File: src/rtl/core/ncc_pkg.sv
// Package for the nearest-centroid classifier: sizes, payload structs and
// the command and status structs between the controller and the datapath.
// Depends on nothing; every other file of the block but ncc_ram imports it.
package ncc_pkg;

  // Block size.
  localparam int NUM_CLASSES = 16;
  localparam int VECTOR_DIM  = 64;

  // Index and address widths.
  localparam int CLS_W  = (NUM_CLASSES > 1) ? $clog2(NUM_CLASSES) : 1;
  localparam int ELEM_W = (VECTOR_DIM > 1) ? $clog2(VECTOR_DIM) : 1;
  localparam int ADDR_W = $clog2(NUM_CLASSES * VECTOR_DIM);

  // Field widths.
  localparam int FEAT_W  = 16;
  localparam int LABEL_W = 4;
  localparam int COUNT_W = 16;
  localparam int DIST_W  = 38;

  // Arithmetic widths.
  localparam int SUM_W  = 33;
  localparam int CENT_W = 25;
  localparam int FRAC_W = 8;
  localparam int DIVD_W = SUM_W + FRAC_W;
  localparam int DIFF_W = CENT_W + 1;
  localparam int MAG_W  = CENT_W;
  localparam int PROD_W = 2 * MAG_W;
  localparam int ACC_W  = PROD_W + $clog2(VECTOR_DIM);
  localparam int DIST_SHIFT = 2 * FRAC_W;

  localparam logic [COUNT_W-1:0] COUNT_MAX = '1;
  localparam logic [63:0]        DIST_MAX  = 64'((64'd1 << DIST_W) - 64'd1);

  // Kind codes.
  localparam logic KIND_UPDATE   = 1'b0;
  localparam logic KIND_CLASSIFY = 1'b1;

  // One input word.
  typedef struct packed {
    logic                      kind;
    logic [LABEL_W-1:0]        class_label;
    logic signed [FEAT_W-1:0]  feature_value;
    logic                      last_element;
  } in_t;

  // One result word.
  typedef struct packed {
    logic               done_kind;
    logic [LABEL_W-1:0] predicted_label;
    logic               no_class;
    logic [DIST_W-1:0]  min_distance_sq;
    logic [COUNT_W-1:0] member_count;
  } out_t;

  // Commands from the controller.
  typedef struct packed {
    logic              take;
    logic              rd;
    logic              c_dif;
    logic              c_mul;
    logic              c_clr;
    logic              c_acc;
    logic              c_init;
    logic              c_cmp;
    logic              u_add;
    logic              div_start;
    logic              u_wr;
    logic              emit;
    logic [CLS_W-1:0]  cls;
    logic [ELEM_W-1:0] elem;
  } cmd_t;

  // Status back to the controller.
  typedef struct packed {
    logic               kind;
    logic [LABEL_W-1:0] lab;
    logic               cls_valid;
    logic               upd_ok;
    logic               div_done;
  } st_t;

endpackage

File: src/rtl/core/ncc_ctrl.sv
// Controller of the classifier: collects words, then sequences the update
// or classify pass over classes and elements. Depends on ncc_pkg.
module ncc_ctrl (
  input  logic           clk_i,
  input  logic           rst_ni,
  input  logic           start_i,
  input  logic           last_i,
  input  ncc_pkg::st_t   st_i,
  output ncc_pkg::cmd_t  cmd_o,
  output logic           busy_o
);
  import ncc_pkg::*;

  localparam logic [3:0] S_IDLE = 4'd0;
  localparam logic [3:0] S_DISP = 4'd1;
  localparam logic [3:0] U_CHK  = 4'd2;
  localparam logic [3:0] U_RD   = 4'd3;
  localparam logic [3:0] U_ADD  = 4'd4;
  localparam logic [3:0] U_DST  = 4'd5;
  localparam logic [3:0] U_DIV  = 4'd6;
  localparam logic [3:0] U_WR   = 4'd7;
  localparam logic [3:0] C_CLS  = 4'd8;
  localparam logic [3:0] C_RD   = 4'd9;
  localparam logic [3:0] C_DIF  = 4'd10;
  localparam logic [3:0] C_MUL  = 4'd11;
  localparam logic [3:0] C_ACC  = 4'd12;
  localparam logic [3:0] C_CMP  = 4'd13;
  localparam logic [3:0] C_NXT  = 4'd14;
  localparam logic [3:0] S_EMIT = 4'd15;

  logic [3:0]        state_q, state_d;
  logic [CLS_W-1:0]  cls_q, cls_d;
  logic [ELEM_W-1:0] elem_q, elem_d;
  logic              elem_last, cls_last;

  assign elem_last = elem_q == ELEM_W'(VECTOR_DIM - 1);
  assign cls_last  = cls_q == CLS_W'(NUM_CLASSES - 1);

  // Next state and commands.
  always_comb begin
    state_d = state_q;
    cls_d   = cls_q;
    elem_d  = elem_q;
    cmd_o   = '0;
    unique case (state_q)
      S_IDLE: begin
        cmd_o.take = start_i;
        if (start_i && last_i) begin
          state_d = S_DISP;
        end
      end
      S_DISP: begin
        if (st_i.kind == KIND_CLASSIFY) begin
          cls_d        = '0;
          cmd_o.c_init = 1'b1;
          state_d      = C_CLS;
        end else begin
          cls_d   = CLS_W'(st_i.lab);
          state_d = U_CHK;
        end
      end
      U_CHK: begin
        elem_d  = '0;
        state_d = st_i.upd_ok ? U_RD : S_EMIT;
      end
      U_RD: begin
        cmd_o.rd = 1'b1;
        state_d  = U_ADD;
      end
      U_ADD: begin
        cmd_o.u_add = 1'b1;
        state_d     = U_DST;
      end
      U_DST: begin
        cmd_o.div_start = 1'b1;
        state_d         = U_DIV;
      end
      U_DIV: begin
        if (st_i.div_done) begin
          state_d = U_WR;
        end
      end
      U_WR: begin
        cmd_o.u_wr = 1'b1;
        if (elem_last) begin
          state_d = S_EMIT;
        end else begin
          elem_d  = elem_q + ELEM_W'(1);
          state_d = U_RD;
        end
      end
      C_CLS: begin
        elem_d = '0;
        if (st_i.cls_valid) begin
          cmd_o.c_clr = 1'b1;
          state_d     = C_RD;
        end else begin
          state_d = C_NXT;
        end
      end
      C_RD: begin
        cmd_o.rd = 1'b1;
        state_d  = C_DIF;
      end
      C_DIF: begin
        cmd_o.c_dif = 1'b1;
        state_d     = C_MUL;
      end
      C_MUL: begin
        cmd_o.c_mul = 1'b1;
        state_d     = C_ACC;
      end
      C_ACC: begin
        cmd_o.c_acc = 1'b1;
        if (elem_last) begin
          state_d = C_CMP;
        end else begin
          elem_d  = elem_q + ELEM_W'(1);
          state_d = C_RD;
        end
      end
      C_CMP: begin
        cmd_o.c_cmp = 1'b1;
        state_d     = C_NXT;
      end
      C_NXT: begin
        if (cls_last) begin
          state_d = S_EMIT;
        end else begin
          cls_d   = cls_q + CLS_W'(1);
          state_d = C_CLS;
        end
      end
      S_EMIT: begin
        cmd_o.emit = 1'b1;
        state_d    = S_IDLE;
      end
      default: begin
        state_d = S_IDLE;
      end
    endcase
    cmd_o.cls  = cls_q;
    cmd_o.elem = elem_q;
  end

  // State and counters.
  always_ff @(posedge clk_i or negedge rst_ni) begin
    if (!rst_ni) begin
      state_q <= S_IDLE;
      cls_q   <= '0;
      elem_q  <= '0;
    end else begin
      state_q <= state_d;
      cls_q   <= cls_d;
      elem_q  <= elem_d;
    end
  end

  assign busy_o = state_q != S_IDLE;

endmodule

File: config.mk
export PLATFORM = sky130hd
export DESIGN_NAME = ncc_ctrl
export DESIGN_NICKNAME = d
export VERILOG_FILES = /design/src/rtl/core/ncc_pkg.sv /design/src/rtl/core/ncc_ctrl.sv
export SDC_FILE = /design/constraint.sdc
export NUM_CORES = 1
export LEC_CHECK = 0
export BUFFER_PORTS_ARGS = -buffer_cell sky130_fd_sc_hd__clkbuf_2
export CAP_MARGIN = 0
export CORE_AREA = 2 2 52 54
export CTS_CLUSTER_DIAMETER = 120
export DETAILED_ROUTE_END_ITERATION = 8
export DIE_AREA = 0 0 54 56
export GPL_TIMING_DRIVEN = 0
export PLACE_DENSITY = 0.71
export SYNTH_ARGS = -nofsm -noshare
export SYNTH_HDL_FRONTEND = slang
export SYNTH_SLANG_ARGS = --single-unit
File: constraint.sdc
create_clock -name clk_i -period 1.54 [get_ports clk_i]
set_input_delay 0.308 -clock clk_i [delete_from_list [all_inputs] [get_ports clk_i]]
set_output_delay 0.308 -clock clk_i [all_outputs]
set_load 0.01 [all_outputs]
=== Word-level counts from Yosys, hierarchy flattened ===
Index checks and enable logic that the tools add are counted.

* Bits in registers: 14
* Input port bits: 12
* Logic and storage cells: 65

* $add $sub $neg: 2
* Equality and inequality tests: 21
* Mux-type cells: 28
* Reductions and logical operators: 11

{| class="wikitable"
|+ Operators by type and width
! cell !! count
|-
| 4-bit case mux with 16 select lines || 1
|-
| 4-bit == test, second input constant || 9
|-
| 4-bit 2-to-1 mux || 7
|-
| 4-bit by 3-bit == test with 1-bit output, second input constant || 4
|-
| 1-bit 2-to-1 mux || 14
|-
| 6-bit case mux with 2 select lines || 1
|-
| 3-bit 2-to-1 mux || 3
|-
| 4-bit by 2-bit == test with 1-bit output, second input constant || 2
|-
| 2-bit inequality test, second input constant || 4
|-
| 4-bit case mux with 2 select lines || 1
|-
| 6-bit by 1-bit adder with 6-bit output, second input constant || 1
|-
| 6-bit == test, second input constant || 1
|-
| 6-bit 2-to-1 mux || 1
|-
| 2-bit AND reduction || 3
|-
| 2-bit OR reduction || 3
|-
| 4-bit by 1-bit adder with 4-bit output, second input constant || 1
|-
| 4-bit by 1-bit == test with 1-bit output, second input constant || 1
|-
| 4-bit logical NOT || 1
|-
| 2-bit nonzero test || 2
|-
| 4-bit nonzero test || 1
|-
| 1-bit logical AND || 1
|}

=== Depth between registers and ports, before layout ===
Gate-level depths: netlist (run 1).

* Depth after elaboration: 4
* Mapped depth: 6
* Gate-level depth less buffers: 5

=== Worst setup path before layout (run 1) ===
Ideal clock, no wire load.

* Kind: reg2reg
* Start point: register state_q[1]
* End point: register elem_q[5]
* Library setup time: 0.136 ns
* Arrival time: 1.424 ns
* Data required time: 1.404 ns
* Slack: -0.020 ns
* Stages on the path, launching flop included: 7
* Buffers on the path: 2
* Clock period less this slack: 1.560 ns
* Cell sequence: dfrtp_1 -> buf_6 -> and4bb_2 -> o22ai_2 -> buf_6 -> o311ai_1 -> o41ai_1

* Longest elaborated chain between the ends: 4
* Elaborated cells between the ends (all ways): 10
* Classes of those cells: 5 x eq/ne; 1 x mux; 4 x reduce/logical

{| class="wikitable"
|+ RTL lines
! element !! RTL line !! RTL
|-
| start, declared || ncc_ctrl.sv:31 || <nowiki>logic [3:0] state_q, state_d;</nowiki>
|-
| start signal, assigned || ncc_ctrl.sv:153 || <nowiki>state_q <= state_d;</nowiki>
|-
| 4-bit == test (tied with other cells) || ncc_ctrl.sv:45 || <nowiki>unique case (state_q)</nowiki>
|-
| 2-bit OR reduction (no line) || - ||
|-
| 2-bit inequality test (no line) / 2-bit nonzero test (equally long branches) || - ||
|-
| 2-bit AND reduction (no line) || - ||
|-
| end signal, assigned || ncc_ctrl.sv:155 || <nowiki>elem_q <= elem_d;</nowiki>
|-
| end, declared || ncc_ctrl.sv:33 || <nowiki>logic [ELEM_W-1:0] elem_q, elem_d;</nowiki>
|}

Several ways; a longest one is shown, not always the timed one.
A chain may end at the register's enable or synchronous reset.

==> impl_metrics.toml, run 1 <==
[pwr]
ir_drop_mv = 1.31
switchingPower_w = 0.00158
power_density_mw_per_mm2 = 1940
seq_power_share_pct = 17.3
p_clk_share_pct = 8.4
p_leak_nw = 0.898
sw_frac_of_total_pct = 43.9
combinationalPowerShare_pct = 74.3
p_int_w = 0.00202

[floorplan]
die_y_um = 56
ios = 35
start_util_pct = 43.0
die_w_um = 54
core_mm2 = 0.00243
die_area_mm2 = 0.00302
rows = 18

[logic_synthesis]
synthFlopType = "dfrtp_1"
yosys.area.top_type = "dfrtp_1"
synth_fp_nets = 141
synth_top_area_share_pct = 33.5
synthCells = 127
syn-cell-area_mm2 = 0.00104
synth_warnings = 0
ys_types = 43
ys_ff_latch = 14
syn_avg_cell_area_um2 = 8.23
synth_commonest_cells = "nor2_1, dfrtp_1, o21ai_0, nand2_1, nand3_1"
synth_edf_count = 0
synthArstFlopShare_pct = 100
yosysMostFrequentCell = "nor2_1"
synth.yosys.seq_area_share_pct = 33.5
netlist_top_cells_area = "dfrtp_1, nor2_1, o21ai_0"

[grt]
grt_pass1_wl_mm = 5.54
grt_max_degree = 15
first_global_vias = 1167
track_usage_pct = 24.3
antenna_found_initial = 0
grt_overflow = 0

[sta]
fmax_mhz = 566
setup_ws_ns = -0.226
worst_pin_slew_ns = 0.373
drv_slew = 0
min_period_ns = 1.77
finalCritPeriodShare_pct = 115
slew-limit-headroom_pct = 75.1
setup_violations = 21
rsz0062_at_grt = "yes"
clock_skew_ns = 0.0142
hold_viol_final = 0

[outcome]
outcome = "complete, but fails checks"
violations = "setup timing"

[clocking]
cts_sinks = 14
root_buffer = "clkbuf_4"
cts_buffers = 3
tritoncts = "done"
clkTransAtPathRegs_ns = 0.11
worstSkewPairLatency_ns = 0.31
htreeDepth = 1
clockBufferDepth = 2

[placed_design]
io_buffers = 34
dpl.hpwl_mm = 1.98
dpl_worst_slack_ns = -0.131
place_congestion = 0.900
dpl_cell_area_mm2 = 0.00125

[detailed_routing]
drc = 0
drt-pass1-iter-count = 4
viasPerCell = 5.92
drt_iter0_drc = 57
wl_per_cell_um = 17.8
drt_wl_total_mm = 4.06
dr_total_vias = 1350
ant_nets = 0

[layout]
nNetsFinal = 213
layout-drive-gt1-share_pct = 58.6
design_area_mm2 = 0.00186
areaGrowthSynthToFinish_pct = 77.6
n_antenna_cell = 0

[worst_setup_path]
crit_chain = "buf_6 -> clkbuf_16 -> nor2_4 -> nand2_1 -> nor2_1 -> buf_2"
cp-start-kind = "register"
crit_type = "register to output pin"
cp_data_required_time_ns = 1.23
cp_num_buf_inv = 3
critPathMaxStageDelay_ns = 0.41
cp_max_fo = 6
critPathTopFamily = "buffers and inverters"
cp-end-kind = "output pin"
arrival_ns = 1.46
slowest_stage = "dfrtp_1"

[flow_run]
max_cap_violations = 0

[worst_hold_path]
min_path_type = "primary input to register"
-- layout by cell type (no fill, tap or decap), types with 4 or more instances in the layout --
master / Yosys / final
a21oi_1: 7 / 5
buf_2: 2 / 10
buf_4: 1 / 26
buf_6: 2 / 13
clkbuf_2: 0 / 21
dfrtp_1: 14 / 13
nand2_1: 10 / 7
nand2b_4: 0 / 4
nand3_1: 9 / 6
nor2_1: 16 / 11
o21ai_0: 11 / 5
-- area by class of cell --
| type | instances | area (um^2) |
|---|---|---|
| buffer | 8 | 115 |
| clock buffer | 4 | 36.3 |
| fill | 158 | 577 |
| inverter | 2 | 7.51 |
| multi-input combinational | 101 | 812 |
| sequential | 14 | 352 |
| tap | 30 | 37.5 |
| timing repair buffer | 69 | 495 |
-- cell families after synthesis --
group / after synthesis / share of synthesized area (%)
AND/OR/NAND/NOR: 60 / 30.3
AO/OA/AOI/OAI: 35 / 23.8
adder cells (fa/ha/maj): 2 / 2.39
buffers and inverters: 12 / 6.35
XOR/XNOR: 2 / 1.68
multiplexers: 2 / 1.92
flip-flops: 14 / 33.5
-- power groups by stage --
stage | combinational (W) | sequential [W] | clock [W]
2_1_floorplan | 0.000957 | 0.000606 | 0
6_report | 0.00268 | 0.000623 | 0.000302
5_1_grt | 0.00283 | 0.000635 | 0.000318
3_3_place_gp | 0.00131 | 0.000593 | 0
4_1_cts | 0.00212 | 0.000591 | 0.000278
3_5_place_dp | 0.00133 | 0.000602 | 0
-- worst register-to-register path: cells and delay by family (launching register included) --
kind / cells / cell delay, ns
flops: 1 / 0.42
compound gates: 3 / 0.46
buf+inv: 2 / 0.31
simple gates: 1 / 0.34
-- per-stage QoR --
stage	power (W)	TNS [ns]	util (%)	hold slack [ns]	instances
2_1_floorplan	0.00156	0	-	0.0124	127
3_3_place_gp	0.00190	-0.304	51.5	0.234	191
3_5_place_dp	0.00193	-0.573	51.5	0.237	191
4_1_cts	0.00299	-1.41	68.0	0.263	218
5_1_grt	0.00378	-2.88	76.3	0.249	228
6_report	0.00361	-2.04	76.3	0.235	228
-- registers in the layout (all words and copies together) (netlist names) --
register,flops
cls_q,4
elem_q,6
state_q,4
-- layer usage --
metal  vias to the layer above  track usage (%)  wire (um)
li1                        603                -          -
met1                       660             30.3       1510
met2                        73             42.7       2150
met3                        14             3.23        269
met4                         0             6.07        123
met5                         -                0          0
-- repair_timing --
action	CTS	global route
buffers inserted	21	13
endpoints found under the setup margin	16	25
hold buffers	1	0
hold endpoints to repair	14	0
gates cloned	1	0
pin swaps	15	17
resized for setup	43	50
-- path summary, 6_finish.rpt --
check                           startpoint  slack, ns  depth (start not counted)          to
worst min register to register   elem_q[3]       0.56                          1   elem_q[3]
worst max-delay path            state_q[1]      -0.23                          6   cmd_o[17]
worst max register to register  state_q[0]      -0.14                          6   elem_q[5]
worst min-delay path               st_i[3]       0.24                          3    cls_q[0]
min in group asynchronous           rst_ni       0.42                          2  state_q[1]
max in group asynchronous           rst_ni       0.83                          2  state_q[3]
No activity file was read; power rests on OpenSTA's default activity.
==> run 2, diff against run 1 <==
--- a/config.mk
+++ b/config.mk
@@ -12,7 +12,7 @@
 export DETAILED_ROUTE_END_ITERATION = 8
 export DIE_AREA = 0 0 54 56
 export GPL_TIMING_DRIVEN = 0
-export PLACE_DENSITY = 0.71
+export PLACE_DENSITY = 0.68
 export SYNTH_ARGS = -nofsm -noshare
 export SYNTH_HDL_FRONTEND = slang
 export SYNTH_SLANG_ARGS = --single-unit
==> constraint.sdc (replaced) <==
create_clock -name clk_i -period 2 [get_ports clk_i]
set_input_delay 0.4 -clock clk_i [delete_from_list [all_inputs] [get_ports clk_i]]
set_output_delay 0.4 -clock clk_i [all_outputs]
set_load 0.01 [all_outputs]
==> run 2 against run 1 <==
Net effect: the flow now finishes without violations; clock skew down 0.013 ns; critical path depth down 1; setup slack better by 0.33 ns; final cell count down 15%; routed wire length down 36%; clock-buffer cell count down 1; sequential share of layout area up 8.1 points.
==> impl_metrics.toml, run 2 (synthesized netlist as in run 1, its figures left out) <==
[outcome]
outcome = "finished, final reports clean"

[sta]
finalCritPeriodShare_pct = 94.7
final.setup.tns_ns = 0
setup_violations = 0
fmax_mhz = 528
clock_skew_ns = 0.00123
drv_slew = 0
timing.hold.ws_ns = 0.0190
slew-limit-headroom_pct = 75.5
hold_viol_final = 0
worst_pin_slew_ns = 0.368
min_period_ns = 1.89

[flow_run]
max_cap_violations = 0

[worst_setup_path]
crit_chain = "clkbuf_4 -> buf_2 -> nor2_4 -> and3_1 -> clkbuf_2"
arrival_ns = 1.49
crit_type = "register to output pin"
cp_data_required_time_ns = 1.60
slowest_stage = "dfrtp_1"
cp-end-kind = "output pin"
cp_max_fo = 10
critPathMaxStageDelay_ns = 0.41
cp-start-kind = "register"

[grt]
grt.busiest_layer = "met2"
grt_max_degree = 15
met1_usage_pct = 23.4
first_global_vias = 999
grt_use_met3_pct = 4.03
grt_overflow = 0
grt_pass1_wl_mm = 4.31
antenna_found_initial = 0
track_usage_pct = 18.5
met2_usage_pct = 31.4

[detailed_routing]
wl_per_cell_um = 13.3
ant_nets = 0
drt_iter0_drc = 33
drt-pass1-iter-count = 4
drt_wl_total_mm = 2.58
drc = 0
dr_total_vias = 1087
viasPerCell = 5.60

[pwr]
p_leak_nw = 0.619
ir_drop_mv = 0.766
power_density_mw_per_mm2 = 1310

[layout]
fin_cells = 194
layout_common_cells = "clkbuf_2, nor2_1, dfrtp_1, o21ai_0, nand2_1"
n_antenna_cell = 0
final_common_cell = "clkbuf_2"
largest_registers = "elem_q (6), cls_q (4), state_q (4)"
largest_register_ff_count = 6
fin_util_pct = 53.3
largest_register = "elem_q"
areaGrowthSynthToFinish_pct = 24.2
nNetsFinal = 180
layout-drive-gt1-share_pct = 32.3

[clocking]
root_buffer = "clkbuf_4"
tritoncts = "done"
htreeDepth = 1
clkTransAtPathRegs_ns = 0.08
hold_buffers = 0
worstSkewPairLatency_ns = 0.27
cts_setup_buffers = 0
cts_sinks = 14
cts_buffers = 3
clockBufferDepth = 2

[floorplan]
die_w_um = 54
rows = 18
ios = 35
die_y_um = 56
die_area_mm2 = 0.00302
core_mm2 = 0.00243
start_util_pct = 43.0

[placed_design]
place_congestion = 0.902
io_buffers = 34
dpl.hpwl_mm = 1.99
dp_cells = 191

[worst_hold_path]
min_path_type = "primary input to async pin"
-- run 2: layout make-up --
class	instances	area [um^2]
buffer	10	71.3
clock buffer	3	22.5
timing repair buffer	34	170
sequential	14	350
inverter	2	7.51
multi-input combinational	101	638
fill	237	1130
tap	30	37.5
-- run 2: layer usage --
metal | vias up | wire, um
li1 | 540 | -
met1 | 504 | 1110
met2 | 39 | 1310
met3 | 4 | 129
met4 | 0 | 27
met5 | - | 0
-- run 2: timing repair --
| action | 4_1_cts | 5_1_grt |
|---|---|---|
| setup endpoints to repair | 3 | 9 |
| hold endpoints to repair | 0 | 0 |
| pin swaps | 0 | 0 |
| gates resized for setup | 2 | 14 |
-- run 2: power breakdown --
part | switching (W) | total [W] | internal [W]
clock | 0.0000906 | 0.000160 | 0.0000697
sequential | 0.0000875 | 0.000459 | 0.000372
combinational | 0.000618 | 0.00108 | 0.000459
total | 0.000796 | 0.00170 | 0.000901
-- run 2: worst max-delay path: cells and delay by family, from the launching register on --
kind	cells	cell delay [ns]
buf+inv	3	0.51
simple gates	2	0.30
flops	1	0.41
-- run 2: metrics by stage --
stage	setup slack, ns	cell area [um^2]	total power (W)
final	0.106	1300	0.00170
after global routing	-0.00378	1300	0.00186
after CTS	0.00954	1280	0.00167
after detailed placement	0.256	1250	0.00149
after global placement	0.274	1250	0.00147
after floorplan	0.440	1040	0.00120
-- run 2: final timing paths --
kind	startpoint	endpoint	slack (ns)	cells past startpoint
worst min register to register	elem_q[5]	elem_q[5]	0.52	1
min in group clk_i	st_i[3]	cls_q[0]	0.37	3
worst max register to register	state_q[3]	elem_q[5]	0.35	6
worst max-delay path	state_q[0]	cmd_o[21]	0.11	5
max in group asynchronous	rst_ni	cls_q[3]	1.72	1
worst min-delay path	rst_ni	elem_q[4]	0.02	1
